<file path="src/hdl/i2p_pkg.sv">
package i2p_pkg;

   localparam int STACK_DEPTH = 16;
   localparam int CNT_W       = $clog2(STACK_DEPTH + 1);
   localparam int IDX_W       = (STACK_DEPTH > 1) ? $clog2(STACK_DEPTH) : 1;

   localparam logic [7:0] CH_LPAREN = 8'h28;
   localparam logic [7:0] CH_RPAREN = 8'h29;
   localparam logic [7:0] CH_PLUS   = 8'h2B;
   localparam logic [7:0] CH_MINUS  = 8'h2D;
   localparam logic [7:0] CH_STAR   = 8'h2A;
   localparam logic [7:0] CH_SLASH  = 8'h2F;
   localparam logic [7:0] CH_SPACE  = 8'h20;
   localparam logic [7:0] CH_NUL    = 8'h00;

   localparam logic OP_CHAR = 1'b0;
   localparam logic OP_END  = 1'b1;

   typedef struct packed {
      logic       op;
      logic [7:0] in_char;
   } req_type;

   typedef struct packed {
      logic [7:0] out_char;
      logic       last;
      logic       overflow;
   } rsp_type;

   // datapath to controller
   typedef struct packed {
      logic is_end;
      logic is_space;
      logic is_alnum;
      logic is_lparen;
      logic is_rparen;
      logic stack_empty;
      logic top_is_lparen;
      logic top_prio_ge;
      logic out_free;
   } i2p_status_type;

   // controller to datapath
   typedef struct packed {
      logic load_item;
      logic pop;
      logic push;
      logic emit_top;
      logic emit_char;
      logic emit_term;
      logic clear;
   } i2p_cmd_type;

   function automatic logic [1:0] prio(input logic [7:0] c);
      logic [1:0] p;
      if (c == CH_LPAREN) begin
         p = 2'd0;
      end else if (c == CH_PLUS || c == CH_MINUS) begin
         p = 2'd1;
      end else if (c == CH_STAR || c == CH_SLASH) begin
         p = 2'd2;
      end else begin
         p = 2'd3;
      end
      return p;
   endfunction

   function automatic logic is_alnum(input logic [7:0] c);
      return (c >= 8'h30 && c <= 8'h39) || (c >= 8'h41 && c <= 8'h5A) ||
             (c >= 8'h61 && c <= 8'h7A);
   endfunction

endpackage

</file>
<file path="src/hdl/i2p_ctrl.sv">
module i2p_ctrl (
   input  logic                   clock,
   input  logic                   reset,
   input  logic                   req_valid,
   output logic                   busy,
   input  i2p_pkg::i2p_status_type status,
   output i2p_pkg::i2p_cmd_type    cmd
);

   localparam logic ST_IDLE = 1'b0;
   localparam logic ST_WORK = 1'b1;

   logic state_ff;
   logic state_in;

   assign busy = (state_ff == ST_WORK);

   always_comb begin
      cmd      = '0;
      state_in = state_ff;
      unique case (state_ff)
         ST_IDLE: begin
            if (req_valid) begin
               cmd.load_item = 1'b1;
               state_in      = ST_WORK;
            end
         end
         ST_WORK: begin
            // every step waits for a free output register
            if (status.out_free) begin
               priority if (status.is_end) begin
                  if (!status.stack_empty) begin
                     cmd.pop      = 1'b1;
                     cmd.emit_top = 1'b1;
                  end else begin
                     cmd.emit_term = 1'b1;
                     cmd.clear     = 1'b1;
                     state_in      = ST_IDLE;
                  end
               end else if (status.is_space) begin
                  state_in = ST_IDLE;
               end else if (status.is_alnum) begin
                  cmd.emit_char = 1'b1;
                  state_in      = ST_IDLE;
               end else if (status.is_lparen) begin
                  cmd.push = 1'b1;
                  state_in = ST_IDLE;
               end else if (status.is_rparen) begin
                  if (!status.stack_empty) begin
                     cmd.pop = 1'b1;
                     if (status.top_is_lparen) begin
                        state_in = ST_IDLE;
                     end else begin
                        cmd.emit_top = 1'b1;
                     end
                  end else begin
                     state_in = ST_IDLE;
                  end
               end else begin
                  if (!status.stack_empty && status.top_prio_ge) begin
                     cmd.pop      = 1'b1;
                     cmd.emit_top = 1'b1;
                  end else begin
                     cmd.push = 1'b1;
                     state_in = ST_IDLE;
                  end
               end
            end
         end
         default: begin
            state_in = ST_IDLE;
         end
      endcase
   end

   always_ff @(posedge clock) begin
      if (reset) begin
         state_ff <= ST_IDLE;
      end else begin
         state_ff <= state_in;
      end
   end

endmodule

</file>
<file path="src/hdl/i2p_dp.sv">
module i2p_dp (
   input  logic                   clock,
   input  logic                   reset,
   input  i2p_pkg::req_type        req_data,
   output logic                   rsp_valid,
   input  logic                   rsp_stall,
   output i2p_pkg::rsp_type        rsp_data,
   input  i2p_pkg::i2p_cmd_type    cmd,
   output i2p_pkg::i2p_status_type status
);

   logic                      op_ff;
   logic [7:0]                char_ff;
   logic [7:0]                stack_ff [i2p_pkg::STACK_DEPTH];
   logic [i2p_pkg::CNT_W-1:0] count_ff;
   logic [i2p_pkg::CNT_W-1:0] count_in;
   logic                      overflow_ff;
   logic                      overflow_in;
   logic                      rsp_valid_ff;
   logic                      rsp_valid_in;
   i2p_pkg::rsp_type          rsp_data_ff;
   i2p_pkg::rsp_type          rsp_data_in;
   logic [i2p_pkg::IDX_W-1:0] below_idx;
   logic [7:0]                top_ff;
   logic                      stack_full;
   logic                      emit;

   assign below_idx  = count_ff[i2p_pkg::IDX_W-1:0] - i2p_pkg::IDX_W'(2);
   assign stack_full = (count_ff == i2p_pkg::CNT_W'(i2p_pkg::STACK_DEPTH));

   assign status.is_end        = (op_ff == i2p_pkg::OP_END);
   assign status.is_space      = (char_ff == i2p_pkg::CH_SPACE);
   assign status.is_alnum      = i2p_pkg::is_alnum(char_ff);
   assign status.is_lparen     = (char_ff == i2p_pkg::CH_LPAREN);
   assign status.is_rparen     = (char_ff == i2p_pkg::CH_RPAREN);
   assign status.stack_empty   = (count_ff == '0);
   assign status.top_is_lparen = (top_ff == i2p_pkg::CH_LPAREN);
   assign status.top_prio_ge   = (i2p_pkg::prio(top_ff) >= i2p_pkg::prio(char_ff));
   assign status.out_free      = !rsp_valid_ff || !rsp_stall;

   assign emit = cmd.emit_top || cmd.emit_char || cmd.emit_term;

   always_comb begin
      count_in    = count_ff;
      overflow_in = overflow_ff;
      if (cmd.clear) begin
         count_in    = '0;
         overflow_in = 1'b0;
      end else if (cmd.pop) begin
         count_in = count_ff - i2p_pkg::CNT_W'(1);
      end else if (cmd.push) begin
         // a push onto a full stack is dropped
         if (stack_full) begin
            overflow_in = 1'b1;
         end else begin
            count_in = count_ff + i2p_pkg::CNT_W'(1);
         end
      end
   end

   always_comb begin
      rsp_data_in = rsp_data_ff;
      if (cmd.emit_term) begin
         rsp_data_in.out_char = i2p_pkg::CH_NUL;
         rsp_data_in.last     = 1'b1;
         rsp_data_in.overflow = overflow_ff;
      end else if (cmd.emit_top) begin
         rsp_data_in.out_char = top_ff;
         rsp_data_in.last     = 1'b0;
         rsp_data_in.overflow = 1'b0;
      end else if (cmd.emit_char) begin
         rsp_data_in.out_char = char_ff;
         rsp_data_in.last     = 1'b0;
         rsp_data_in.overflow = 1'b0;
      end
      if (emit) begin
         rsp_valid_in = 1'b1;
      end else if (rsp_stall) begin
         rsp_valid_in = rsp_valid_ff;
      end else begin
         rsp_valid_in = 1'b0;
      end
   end

   always_ff @(posedge clock) begin
      if (reset) begin
         count_ff     <= '0;
         overflow_ff  <= 1'b0;
         rsp_valid_ff <= 1'b0;
      end else begin
         count_ff     <= count_in;
         overflow_ff  <= overflow_in;
         rsp_valid_ff <= rsp_valid_in;
      end
   end

   always_ff @(posedge clock) begin
      rsp_data_ff <= rsp_data_in;
      if (cmd.load_item) begin
         op_ff   <= req_data.op;
         char_ff <= req_data.in_char;
      end
      if (cmd.push && !stack_full) begin
         stack_ff[count_ff[i2p_pkg::IDX_W-1:0]] <= char_ff;
         top_ff                                 <= char_ff;
      end else if (cmd.pop) begin
         // the entry below the top becomes the new top
         top_ff <= stack_ff[below_idx];
      end
   end

   assign rsp_valid = rsp_valid_ff;
   assign rsp_data  = rsp_data_ff;

endmodule

</file>
<file path="src/hdl/infix_to_postfix_converter_core.sv">
// Infix to postfix conversion with a 16-entry operator stack. One character
// or end marker is taken per transfer; the block then works one step per
// cycle while the output is not stalled: it takes the item, then does one
// step per stack pop or output, and takes no new item until it is done.
// A step waits while the output register holds a result that is stalled.
// Pushes onto a full stack are dropped and reported on the terminator of
// that expression.
module infix_to_postfix_converter_core (
   input  logic             clock,
   input  logic             reset,
   input  logic             req_valid,
   output logic             req_stall,
   input  i2p_pkg::req_type req_data,
   output logic             rsp_valid,
   input  logic             rsp_stall,
   output i2p_pkg::rsp_type rsp_data
);

   i2p_pkg::i2p_status_type status;
   i2p_pkg::i2p_cmd_type    cmd;
   logic                    busy;

   assign req_stall = busy;

   i2p_ctrl u_ctrl (
      .clock     (clock),
      .reset     (reset),
      .req_valid (req_valid),
      .busy      (busy),
      .status    (status),
      .cmd       (cmd)
   );

   i2p_dp u_dp (
      .clock     (clock),
      .reset     (reset),
      .req_data  (req_data),
      .rsp_valid (rsp_valid),
      .rsp_stall (rsp_stall),
      .rsp_data  (rsp_data),
      .cmd       (cmd),
      .status    (status)
   );

endmodule

</file>
<file path="config.mk">
export PLATFORM = sky130hd
export DESIGN_NAME = infix_to_postfix_converter_core
export DESIGN_NICKNAME = d
export VERILOG_FILES = /design/src/hdl/i2p_pkg.sv /design/src/hdl/i2p_ctrl.sv /design/src/hdl/i2p_dp.sv /design/src/hdl/infix_to_postfix_converter_core.sv
export SDC_FILE = /design/constraint.sdc
export NUM_CORES = 1
export LEC_CHECK = 0
export BUFFER_PORTS_ARGS = -buffer_cell sky130_fd_sc_hd__buf_2
export CORE_AREA = 2 2 127 129
export DETAILED_ROUTE_END_ITERATION = 6
export DIE_AREA = 0 0 129 131
export PLACE_DENSITY = 0.64
export REMOVE_ABC_BUFFERS = 1
export SLEW_MARGIN = 10
export SYNTH_ARGS = -nofsm -noshare
export SYNTH_HDL_FRONTEND = slang
export SYNTH_SLANG_ARGS = --single-unit
</file>
<file path="constraint.sdc">
create_clock -name clock -period 4.04 [get_ports clock]
set_input_delay 0.404 -clock clock [delete_from_list [all_inputs] [get_ports clock]]
set_output_delay 0.404 -clock clock [all_outputs]
set_load 0.005 [all_outputs]
</file>
Word-level counts from Yosys, hierarchy flattened

Memory sizes are Yosys's and may differ from the RTL's.
Cells that the tools add are included.

$lt $le $gt $ge: 7
Add/subtract/negate cells: 3
Bitwise logic cells: 2
Equality and inequality tests: 15
Multiplexer cells: 47
Reductions and logical operators: 26

Operators by type and width:

| kind                  | count |
|---|---|
| $eq A8 B6 Y1 const B  | 12 |
| $mux W1               | 29 |
| $mux W10              | 2 |
| $ge A8 B7 Y1 const B  | 2 |
| $le A8 B7 Y1 const B  | 2 |
| $mux W8               | 2 |
| $mux W5               | 3 |
| $mux W2               | 6 |
| $mux W6               | 2 |
| $logic_or A1 B1 Y1    | 9 |
| $ge A8 B6 Y1 const B  | 1 |
| $le A8 B6 Y1 const B  | 1 |
| $reduce_bool A2 Y1    | 3 |
| $add A5 B1 Y5 const B | 1 |
| $eq A5 B5 Y1 const B  | 1 |
| $logic_and A1 B1 Y1   | 5 |
| $logic_not A5 Y1      | 1 |
| $sub A5 B1 Y5 const B | 1 |
| $logic_not A1 Y1      | 4 |
| $mux W4               | 1 |
| $sub A4 B2 Y4 const B | 1 |
| $mux W3               | 1 |
| $reduce_and A3 Y1     | 1 |
| $reduce_bool A3 Y1    | 1 |
| 7 further kinds       | 8 |

Memories kept: 1
Input port bits: 13
Logic and storage cells: 111
Register bits after elaboration: 35
Output and inout bits: 12
RAM bits: 128

Memory list:

| name          | depth | width | rd ports | clocked after memory_dff | write ports | line         | source |
|---|---|---|---|---|---|---|---|
| u_dp.stack_ff | 16    | 8     | 1        | 0                        | 1           | i2p_dp.sv:14 | `logic [7:0] stack_ff [i2p_pkg::STACK_DEPTH];` |

Depth between registers and ports, before layout

Gate-level depths: netlist of run 1.

Depth in word-level cells: 18
Depth in mapped cells: 16
Mapped depth without buffers: 15

Modules after synthesis

A second synthesis of run 1 with hierarchy kept.

Cell total of the unflattened synthesis: 463
Area total of the unflattened synthesis: 6981.7 um2

By module, submodules not included:

| module   | cells an instance | times used | area each (um2) | seq. area each (um2) |
|---|---|---|---|---|
| i2p_dp   | 440               | 1          | 6811.5          | 4704.5 |
| i2p_ctrl | 23                | 1          | 170.2           | 20.0 |

Least setup slack after synthesis of run 1

OpenSTA, ideal clock, no wires.

Path type: reg-to-reg
Start point: register u_dp.char_ff[4]
End point: memory u_dp.stack_ff[4][0], enable pin
Arrival time: 3.045 ns
Data required time: 3.657 ns
Cell stages (with the launch flop): 10
Path slack: 0.612 ns
Buffers on the path: 0
Clock period less this slack: 3.428 ns
Setup time: 0.383 ns
Cell sequence: edfxtp_1 -> nor4b_4 -> nand3_1 -> ha_1 -> nand2b_1 -> a21oi_1 -> o311ai_1 -> nand2b_1 -> or3_1 -> nor3_1

Word-level cells in the longest chain between the ends: 18
Elaborated cells between the ends (all ways): 36
Classes of those cells: order compare (7); eq/ne (7); mux (13); reduce/logical (9)

RTL lines:

| element                         | line           | source |
|---|---|---|
| start, declared                 | i2p_dp.sv:13   | `logic [7:0] char_ff;` |
| start signal, assigned          | i2p_dp.sv:101  | `char_ff <= req_data.in_char;` |
| $eq A8 B6 Y1                    | i2p_pkg.sv:60  | `end else if (c == CH_STAR \|\| c == CH_SLASH) begin` |
| $logic_or A1 B1 Y1              | i2p_pkg.sv:60  |  |
| $mux W1                         | i2p_pkg.sv:60  |  |
| $mux W2                         | i2p_pkg.sv:58  | `end else if (c == CH_PLUS \|\| c == CH_MINUS) begin` |
| $mux W2                         | i2p_pkg.sv:56  | `if (c == CH_LPAREN) begin` |
| $ge A2 B2 Y1                    | i2p_dp.sv:38   | `assign status.top_prio_ge = (i2p_pkg::prio(top_ff) >= i2p_pkg::prio(char_ff));` |
| $logic_and A1 B1 Y1             | i2p_ctrl.sv:60 | `if (!status.stack_empty && status.top_prio_ge) begin` |
| $mux W1                         | i2p_ctrl.sv:60 |  |
| [2 not listed]                  | n/a            |  |
| $mux W3                         | i2p_ctrl.sv:42 | `end else if (status.is_alnum) begin` |
| $mux W4 *                       | i2p_ctrl.sv:40 | `end else if (status.is_space) begin` |
| $mux W1 *                       | i2p_ctrl.sv:31 | `priority if (status.is_end) begin` |
| $mux W6 *                       | i2p_ctrl.sv:30 | `if (status.out_free) begin` |
| $mux W6 *                       | i2p_ctrl.sv:21 | `unique case (state_ff)` |
| $logic_and A1 B1 Y1 *           | i2p_dp.sv:103  | `if (cmd.push && !stack_full) begin` |
| $mux W1 *                       | i2p_dp.sv:103  |  |
| $mux W1 (not written as such) * | i2p_dp.sv:104  | `stack_ff[count_ff[i2p_pkg::IDX_W-1:0]] <= char_ff;` |
| end, declared                   | i2p_dp.sv:14   |  |

Mark *: on every way between the ends. The rest lies on a longest branch, timed or not.

Worst setup path after layout of run 1

Start point: register u_dp.top_ff[4]
End point: register u_dp.count_ff[4] in the netlist's numbering

Word-level cells in the longest chain between the ends: 17
Elaborated cells between the ends (all ways): 28
Classes of those cells: order compare (1); eq/ne (6); mux (16); reduce/logical (5)

RTL lines:

| element                                                             | line           | source |
|---|---|---|
| start, declared                                                     | i2p_dp.sv:24   | `logic [7:0] top_ff;` |
| start signal, assigned                                              | i2p_dp.sv:105  | `top_ff <= char_ff;` |
| start signal, assigned                                              | i2p_dp.sv:108  | `top_ff <= stack_ff[below_idx];` |
| $eq A8 B6 Y1                                                        | i2p_pkg.sv:60  |  |
| $logic_or A1 B1 Y1                                                  | i2p_pkg.sv:60  |  |
| $mux W1                                                             | i2p_pkg.sv:60  |  |
| $mux W2                                                             | i2p_pkg.sv:58  |  |
| $mux W2 *                                                           | i2p_pkg.sv:56  |  |
| $ge A2 B2 Y1 *                                                      | i2p_dp.sv:38   |  |
| $logic_and A1 B1 Y1 *                                               | i2p_ctrl.sv:60 |  |
| $mux W1                                                             | i2p_ctrl.sv:60 |  |
| $mux W1                                                             | i2p_ctrl.sv:48 | `end else if (status.is_rparen) begin` |
| $mux W1                                                             | i2p_ctrl.sv:45 | `end else if (status.is_lparen) begin` |
| $mux W3 *                                                           | i2p_ctrl.sv:42 |  |
| $mux W4 *                                                           | i2p_ctrl.sv:40 |  |
| $mux W1                                                             | i2p_ctrl.sv:31 |  |
| $mux W6 *                                                           | i2p_ctrl.sv:30 |  |
| $mux W6 *                                                           | i2p_ctrl.sv:21 |  |
| $ne A2 B2 Y1 (no source line) or $reduce_bool A2 Y1 (tied branches) | n/a            |  |
| $reduce_and A2 Y1 (no source line)                                  | n/a            |  |
| end signal, assigned                                                | i2p_dp.sv:91   | `count_ff <= count_in;` |
| end, declared                                                       | i2p_dp.sv:15   | `logic [i2p_pkg::CNT_W-1:0] count_ff;` |

Marks and branches as above.
A chain may end at the register's enable or synchronous reset.

==> impl_metrics.csv, run 1 <==
group,metric,value,unit
synth,syn_area,6850,um2
synth,synth_flop_cell,"edfxtp_1",
clocking,clk_pin_slew,60,ps
global_routing,busiest_layer,"met2",
timing,tightestPinTransition,867,ps
clocking,cts_root_buf,"clkbuf_16",
detailed_routing,route.detailed.drc,0,
synth,synth_top_area_frac,0.640,
synth,ys_top_cells_by_area,"edfxtp_1 (64%), mux4_2 (12%), dfxtp_1 (5.0%), mux2_2 (1.8%), mux4_1 (1.5%)",
timing,fin_crit,3630,ps
detailed_routing,vias,3623,
synth,syn_avg_cell_area,17.8,um2
die,io_pins,25,
finish,drive_above_1_share,0.320,
detailed_routing,drtIter0Drc,273,
global_routing,grt-ovfl-total,0,
global_routing,grtUsageMet2,0.280,
synth,synth_top_cell_by_area,"edfxtp_1",
critical_path,criticalPathCategory,"reg -> reg",
timing,maxSlewHeadroom,0.421,
timing,max_freq,0.276,GHz
clocking,cts_tree,"built",
die,die_w,129,um
timing,finalSetupViolCount,0,
clocking,postCtsSetupRepairBufs,0,
clocking,clk_latency,420,ps
clocking,hold_buffers,0,
detailed_routing,vias_per_cell,5.42,
synth,synth_seq_area_share,0.690,
global_routing,antenna_found_initial,0,
finish,antenna_cells,0,
synth,synth_edf_count,146,
global_routing,grt_start_max_net_pins,43,
critical_path,critPathCaptureType,"register",
run,drv_cap,0,
synth,yosysUniqueCellTypes,51,
synth,synthCells,384,
power_and_ir_drop,ir_worst_vdd,0.325,mV
synth,async_reset_ff_frac,0,
timing,skew,12.0,ps
detailed_routing,detail_route.wirelength,14200,um
detailed_routing,dr.pass1.iters,4,
detailed_routing,ant_nets,0,
finish,seq_area,4730,um2
synth,yosys_register_bits,163,
run_status,outcome,"finished, final reports clean",
timing,maxSlewViolCount,0,
timing,finalCritPeriodShare,0.898,
die,fp-row-count,46,
die,die_h,131,um
global_routing,grt_pass1_wl,21500,um
detailed_routing,wl_per_cell,21.2,um
finish,final_cell_mix,"edfxtp_1 (146), mux4_2 (36), buf_4 (30), nand2_1 (24), buf_2 (24)",
timing,rsz0062_at_grt,"no",
min_path,hold_class,"in -> reg",
finish,fin_nets,460,
global_routing,grt_usage,0.180,
critical_path,cp-start-kind,"register",
finish,syn2layout_area_growth,16.0,%
clocking,cts_htree_levels,4,
clocking,cts_sinks,163,
placement,dpl.cell_count,637,
synth,yosysWarnings,0,
placement,gp_congestion,0.915,
finish,stdcell_count,669,
global_routing,grt_util_met3,0.0407,
placement,place_hpwl,9520,um
power_and_ir_drop,power_density,480,nW/um2
critical_path,crit_required,4390,ps
finish,n_fill_cell,1260,
clocking,cts-resized-gates,0,
finish,final_common_cell,"edfxtp_1",
global_routing,grtUsageMet1,0.256,
timing,hold_violations,0,
die,start_util,0.439,
die,core-area,15600,um2
clocking,cts_buffers,17,
placement,port_buffers,24,
finish,multiInputGateArea,2020,um2
global_routing,grt_pass1_vias,3546,
critical_path,crit_path_max_fanout,4,
critical_path,critPathArrivalTime,3980,ps
power_and_ir_drop,leakage,2.65,nW
die,dieArea,16900,um2
clocking,clock_path_buffers,2,
timing,fin_setup_tns,0,ps
[metal layers]
layer,vias to the layer above,part of all wire
li1,1665,-
met1,1856,0.45
met2,84,0.49
met3,18,0.051
met4,0,0.016
met5,-,0
[sequential cells by signal, indices dropped and copies added (netlist names)]
register          count
u_dp.rsp_valid        1
u_dp.top_ff           8
u_dp.stack_ff       128
u_dp.char_ff          8
u_dp.rsp_data        10
u_dp.overflow_ff      1
u_ctrl.busy           1
u_dp.count_ff         5
u_dp.op_ff            1
[logic make-up after synthesis]
| logic type | count (synthesis) | synth area share |
|---|---|---|
| fa+ha+maj | 7 | 0.0139 |
| mux | 61 | 0.166 |
| compound gates | 36 | 0.0376 |
| buf+inv | 23 | 0.0157 |
| xor+xnor | 5 | 0.00639 |
| simple gates | 89 | 0.0700 |
| flops | 163 | 0.690 |
[power breakdown]
group | switching, mW | internal (mW)
clock | 0.657 | 0.852
sequential | 0.0411 | 1.91
combinational | 0.187 | 0.170
[cell type report]
| type | count | share of cell area |
|---|---|---|
| clock buffer | 18 | 0.0540 |
| clock inverter | 14 | 0.0164 |
| timing repair buffer | 54 | 0.0435 |
| sequential | 163 | 0.595 |
| multi-input combinational | 198 | 0.254 |
| inverter | 6 | 0.00284 |
| tap | 216 | 0.0340 |
[worst paths after layout]
kind,startpoint,endpoint,slack [ps],cells past startpoint
worst max-delay path,u_dp.top_ff[4],u_dp.count_ff[4],410,14
worst min register to register,u_dp.rsp_data[1],u_dp.rsp_data[1],460,1
worst max register to register,u_dp.top_ff[4],u_dp.count_ff[4],410,14
worst min-delay path,req_data[2],u_dp.char_ff[2],160,1
[synthesized netlist by cell type, types with 6 or more instances]
cell type	count
o21ai_0	6
nand2_1	24
edfxtp_1	146
dfxtp_1	17
nand4_1	6
mux4_2	36
mux2_2	11
nor2_1	20
a21o_1	6
inv_1	6
mux2i_1	10
ha_1	6
buf_2	8
[per-stage QoR]
| step | utilization | hold slack, ps | power, mW | setup WS [ps] | cell area (um2) |
|---|---|---|---|---|---|
| CTS | 0.509 | 139 | 3.85 | 447 | 7940 |
| detailed placement | 0.473 | 448 | 2.35 | 490 | 7380 |
| global placement | 0.473 | 435 | 2.34 | 589 | 7380 |
| floorplan | - | 432 | 2.21 | 162 | 6760 |
| finish | 0.509 | 157 | 3.81 | 411 | 7940 |
| global route | 0.509 | 136 | 3.95 | 160 | 7940 |
[critical path: stages (launching register included)]
cell       delay, ps
edfxtp_1         410
nor4b_1          370
nand2_1          160
or2_2            320
ha_1             300
a21oi_1          230
a2bb2oi_2        120
a21oi_2          240
nor2_1           150
fa_1             410
a21o_1           190
a21oi_1          180
nand2_1           80
o2bb2ai_1        210
mux2i_1          190
Note: power is estimated with default switching activity, not from simulation.
==> run 2: changes to the inputs <==
--- a/config.mk
+++ b/config.mk
@@ -7,6 +7,7 @@
 export LEC_CHECK = 0
 export BUFFER_PORTS_ARGS = -buffer_cell sky130_fd_sc_hd__buf_2
 export CORE_AREA = 2 2 127 129
+export CTS_BUF_LIST = sky130_fd_sc_hd__clkbuf_4
 export DETAILED_ROUTE_END_ITERATION = 6
 export DIE_AREA = 0 0 129 131
 export PLACE_DENSITY = 0.64
==> impl_metrics.csv, run 2 (synthesis gave the netlist of run 1 again) <==
group,metric,value,unit
timing,finalSetupViolCount,0,
critical_path,crit_path_max_fanout,4,
die,die_h,131,um
clocking,cts_htree_levels,4,
timing,fin_setup_tns,0,ps
global_routing,grt-ovfl-total,0,
placement,place_hpwl,9520,um
timing,skew,25.5,ps
run_status,outcome,"finished, final reports clean",
timing,maxSlewViolCount,0,
clocking,cts_sinks,163,
critical_path,reg2reg_depth,14,
clocking,hold_buffers,10,
placement,dpl.cell_count,637,
detailed_routing,route.detailed.drc,0,
clocking,clock_path_buffers,2,
die,die_w,129,um
die,start_util,0.439,
detailed_routing,dr.pass1.iters,5,
clocking,clk_pin_slew,130,ps
timing,max_freq,0.277,GHz
global_routing,grt_usage,0.181,
clocking,clk_latency,570,ps
die,fp-row-count,46,
clocking,cts_root_buf,"clkbuf_4",
detailed_routing,wl_per_cell,20.8,um
power_and_ir_drop,ir_worst_vdd,0.287,mV
critical_path,cp-start-kind,"register",
global_routing,grt_pass1_vias,3552,
clocking,cts_tree,"built",
critical_path,critPathCaptureType,"register",
power_and_ir_drop,p_clk_frac,0.278,
critical_path,crit_required,4540,ps
min_path,hold_class,"in -> reg",
timing,finalCritPeriodShare,0.893,
power_and_ir_drop,seq_power_share,0.608,
run,drv_cap,0,
finish,final_common_cell,"edfxtp_1",
timing,fin_crit,3610,ps
critical_path,critPathArrivalTime,4100,ps
finish,n_fill_cell,1284,
critical_path,criticalPathCategory,"reg -> reg",
placement,gp_congestion,0.915,
detailed_routing,vias_per_cell,5.39,
die,io_pins,25,
placement,port_buffers,24,
power_and_ir_drop,post-layout-total-power,3.20,mW
detailed_routing,drtIter0Drc,331,
power_and_ir_drop,switching_power,0.802,mW
power_and_ir_drop,internal_power,2.40,mW
detailed_routing,ant_nets,0,
finish,final_cell_mix,"edfxtp_1 (146), mux4_2 (36), buf_4 (30), nand2_1 (24), buf_2 (24)",
power_and_ir_drop,p_sw_frac,0.251,
finish,stdcell_count,680,
clocking,cts-resized-gates,0,
finish,largest_register_ffs,128,
die,core-area,15600,um2
global_routing,grt_start_max_net_pins,43,
timing,hold_violations,0,
min_path,holdPathStages,2,
clocking,postCtsSetupRepairBufs,0,
timing,rsz0062_at_grt,"no",
finish,fin_nets,470,
global_routing,antenna_found_initial,1,
finish,syn2layout_area_growth,13.2,%
clocking,cts_buffers,17,
timing,tightestPinTransition,870,ps
finish,post-route-util,0.497,
power_and_ir_drop,leakage,2.56,nW
power_and_ir_drop,p_comb_frac,0.114,
die,dieArea,16900,um2
detailed_routing,detail_route.wirelength,14100,um
finish,drive_above_1_share,0.315,
power_and_ir_drop,power_density,413,nW/um2
global_routing,grt_pass1_wl,21600,um
timing,maxSlewHeadroom,0.419,
detailed_routing,vias,3662,
## run 2: changes by cell type in the layout (fill, tap and decap cells not counted), sizes merged
cell,delta
dlygate4sd3,+10
diode,+1
## run 2: final cells by class
class | instances | area (um2) | area share
inverter | 6 | 22.5 | 0.00291
multi-input combinational | 198 | 2020 | 0.260
clock buffer | 18 | 135 | 0.0174
tap | 216 | 270 | 0.0349
antenna | 1 | 2.50 | 0.000323
timing repair buffer | 64 | 445 | 0.0575
clock inverter | 14 | 130 | 0.0168
sequential | 163 | 4730 | 0.610
## run 2: final timing paths
kind                       to  slack (ps)             start
max          u_dp.count_ff[4]         430    u_dp.top_ff[4]
min               u_ctrl.busy          70         req_valid
max reg2reg  u_dp.count_ff[4]         430    u_dp.top_ff[4]
min reg2reg  u_dp.rsp_data[1]         470  u_dp.rsp_data[1]
## run 2: power groups by stage
stage | registers [mW] | clock network (mW) | logic (mW)
final | 1.94 | 0.888 | 0.365
after CTS | 1.95 | 0.918 | 0.372
after floorplan | 2.01 | 0 | 0.194
after global placement | 1.98 | 0 | 0.356
after detailed placement | 1.98 | 0 | 0.364
after global routing | 1.96 | 0.980 | 0.402
## run 2: worst max-delay path, stage by stage, from the launching register on
cell	delay, ps
edfxtp_1	430
nor4b_1	350
nand2_1	150
or2_2	320
ha_1	290
a21oi_1	230
a2bb2oi_2	120
a21oi_2	240
nor2_1	150
fa_1	410
a21o_1	190
a21oi_1	180
nand2_1	80
o2bb2ai_1	210
mux2i_1	190
## run 2: through the flow
stage | cell area [um2] | setup WS [ps] | hold WS [ps]
4_1_cts | 7750 | 438 | 27.4
3_3_place_gp | 7380 | 589 | 435
5_1_grt | 7750 | 151 | 25.3
3_5_place_dp | 7380 | 490 | 448
2_1_floorplan | 6760 | 162 | 432
6_report | 7750 | 434 | 73.2
## run 2: routing by layer
layer | GRT usage | wire length (um)
met5 | 0 | 0
met4 | 0.0684 | 272
met3 | 0.0419 | 636
met2 | 0.278 | 6850
met1 | 0.256 | 6360
==> run 3: changes to the inputs <==
--- a/config.mk
+++ b/config.mk
@@ -6,13 +6,14 @@
 export NUM_CORES = 1
 export LEC_CHECK = 0
 export BUFFER_PORTS_ARGS = -buffer_cell sky130_fd_sc_hd__buf_2
-export CORE_AREA = 2 2 127 129
+export CORE_AREA = 2 2 128 130
 export CTS_BUF_LIST = sky130_fd_sc_hd__clkbuf_4
 export DETAILED_ROUTE_END_ITERATION = 6
-export DIE_AREA = 0 0 129 131
+export DIE_AREA = 0 0 130 132
 export PLACE_DENSITY = 0.64
 export REMOVE_ABC_BUFFERS = 1
 export SLEW_MARGIN = 10
 export SYNTH_ARGS = -nofsm -noshare
 export SYNTH_HDL_FRONTEND = slang
+export SYNTH_HIERARCHICAL = 1
 export SYNTH_SLANG_ARGS = --single-unit
==> impl_metrics.csv, run 3 <==
group,metric,value,unit
run_status,outcome,"finished, final reports clean",
clocking,clk_pin_slew,140,ps
synth,ys_top_cells_by_area,"edfxtp_1 (63%), dfxtp_1 (4.9%), mux4_2 (3.2%), mux2i_1 (3.0%), nor2_1 (2.7%)",
global_routing,grt_pass1_wl,22700,um
finish,largest_register_ffs,128,
critical_path,crit_chain,"nor4b_1, nand2_1, nor4b_1, or2_2, a21oi_1, nor3_1, inv_1, fa_1, nor2b_1, o21ai_0, a211oi_2, o21ai_1, nor3b_2",
critical_path,max_stage_delay,510,ps
synth,synth.most_common_cell,"edfxtp_1",
timing,skew,17.8,ps
finish,n_fill_cell,1344,
die,fp-row-count,46,
finish,final_common_cell,"edfxtp_1",
finish,fin_nets,541,
synth,synth_edf_count,146,
finish,drive_above_1_share,0.221,
finish,seq_area,4730,um2
global_routing,grt_pass1_vias,4000,
power_and_ir_drop,ir_worst_vdd,0.367,mV
clocking,clk_latency,550,ps
synth,yosysWarnings,6,
detailed_routing,route.detailed.drc,0,
timing,rsz0062_at_grt,"no",
critical_path,cp_slowest_cell,"nor4b_1",
timing,finalCritPeriodShare,0.912,
detailed_routing,ant_nets,0,
critical_path,cp-start-kind,"register",
clocking,cts_sinks,163,
synth,ys_top_cells_by_count,"edfxtp_1 (146), nor2_1 (51), a21oi_1 (31)",
die,dieArea,17200,um2
detailed_routing,detail_route.wirelength,15000,um
timing,tightestPinTransition,809,ps
clocking,cts_root_buf,"clkbuf_4",
detailed_routing,wl_per_cell,19.9,um
detailed_routing,drtIter0Drc,440,
critical_path,crit_required,4480,ps
finish,multiInputGateArea,2080,um2
synth,synth_top_cell_by_area,"edfxtp_1",
timing,finalSetupViolCount,0,
placement,gp_congestion,0.787,
synth,yosys_register_bits,163,
clocking,postCtsSetupRepairBufs,0,
synth,syn_area,6980,um2
timing,hold_violations,0,
critical_path,crit_top_cell,"nor4b_1",
synth,synth_flop_cell,"edfxtp_1",
die,die_w,130,um
run,drv_cap,0,
timing,maxSlewViolCount,0,
finish,final_cell_mix,"edfxtp_1 (146), nor2_1 (51), a21oi_1 (31), buf_4 (30), buf_2 (24)",
detailed_routing,dr.pass1.iters,4,
finish,antenna_cells,0,
timing,fin_ws,355,ps
synth,syn_avg_cell_area,15.1,um2
global_routing,grt-ovfl-total,0,
die,start_util,0.444,
min_path,hold_class,"in -> reg",
placement,port_buffers,24,
clocking,cts_buffers,17,
synth,synth_seq_area_share,0.677,
timing,maxSlewHeadroom,0.459,
synth,async_reset_ff_frac,0,
timing,max_freq,0.271,GHz
die,core-area,15700,um2
synth,synthCells,463,
clocking,cts_htree_levels,4,
placement,dp_slack,446,ps
power_and_ir_drop,power_density,517,nW/um2
synth,yosysUniqueCellTypes,65,
detailed_routing,vias_per_cell,5.51,
global_routing,grt_usage,0.181,
synth,synth_top_area_frac,0.628,
timing,fin_crit,3690,ps
die,io_pins,25,
critical_path,criticalPathCategory,"reg -> reg",
clocking,cts_tree,"built",
finish,syn2layout_area_growth,13.2,%
clocking,clock_path_buffers,2,
die,die_h,132,um
critical_path,crit_path_max_fanout,4,
placement,place_hpwl,9740,um
detailed_routing,vias,4131,
timing,fin_setup_tns,0,ps
critical_path,critPathCaptureType,"register",
power_and_ir_drop,leakage,2.62,nW
global_routing,grt_start_max_net_pins,49,
global_routing,antenna_found_initial,0,
critical_path,critPathArrivalTime,4130,ps
clocking,cts-resized-gates,0,
==> run 3: critical path, delay by kind of cell, from the launching register on <==
kind,cells,cell delay (ps)
buf+inv,1,150
compound gates,4,570
flops,1,430
fa+ha+maj,1,470
simple gates,7,1950
==> run 3: report_power, final <==
group | leakage (nW) | total (mW) | switching [mW] | internal (mW)
clock | 0.184 | 1.13 | 0.573 | 0.561
sequential | 1.46 | 2.03 | 0.0635 | 1.96
combinational | 0.978 | 0.926 | 0.557 | 0.369
total | 2.62 | 4.09 | 1.19 | 2.89
==> run 3: metrics by stage <==
step                      cells  power (mW)  area [um2]   util  hold slack [ps]
final                       750        4.09        7900  0.503             54.4
after global routing        750        4.27        7900  0.503             13.4
after CTS                   749        4.11        7890  0.502             3.42
after detailed placement    709        2.98        7460  0.475              466
after global placement      709        2.96        7460  0.475              430
after floorplan             439        2.67        6830      -              432
==> run 3: area by class of cell <==
cell class / instances / share of cell area
timing repair buffer: 63 / 0.0551
multi-input combinational: 266 / 0.263
sequential: 163 / 0.598
tap: 216 / 0.0342
clock buffer: 17 / 0.0162
clock inverter: 15 / 0.0285
inverter: 10 / 0.00475
==> run 3: what timing repair did <==
action / 4_1_cts / 5_1_grt
endpoints found under the setup margin: 0 / 0
hold buffers: 8 / 1
endpoints found under the hold margin: 8 / 1
==> run 3: logic make-up (layout without fill, tap and decap cells) <==
kind of cell | Yosys count | in the layout | synth area share
flops | 163 | 163 | 0.677
simple gates | 120 | 120 | 0.0873
compound gates | 84 | 84 | 0.0801
mux | 49 | 49 | 0.106
buf+inv | 34 | 105 | 0.0272
fa+ha+maj | 7 | 7 | 0.0136
xor+xnor | 6 | 6 | 0.00860
==> run 3: final timing paths <==
path | startpoint | endpoint | slack (ps) | cells after the start
hold reg to reg | u_dp/rsp_data[1] | u_dp/rsp_data[1] | 490 | 1
setup / recovery | u_dp/char_ff[6] | u_dp/count_ff[4] | 350 | 13
hold / removal | reset | u_dp/rsp_valid | 50 | 2
setup reg to reg | u_dp/char_ff[6] | u_dp/count_ff[4] | 350 | 13
==> run 3: routing by layer <==
| layer | part of all wire | global-route usage | vias up |
|---|---|---|---|
| met3 | 0.053 | 0.0442 | 20 |
| met5 | 0 | 0 | - |
| met2 | 0.49 | 0.288 | 136 |
| met4 | 0.016 | 0.0526 | 0 |
| li1 | - | - | 1915 |
| met1 | 0.44 | 0.246 | 2060 |
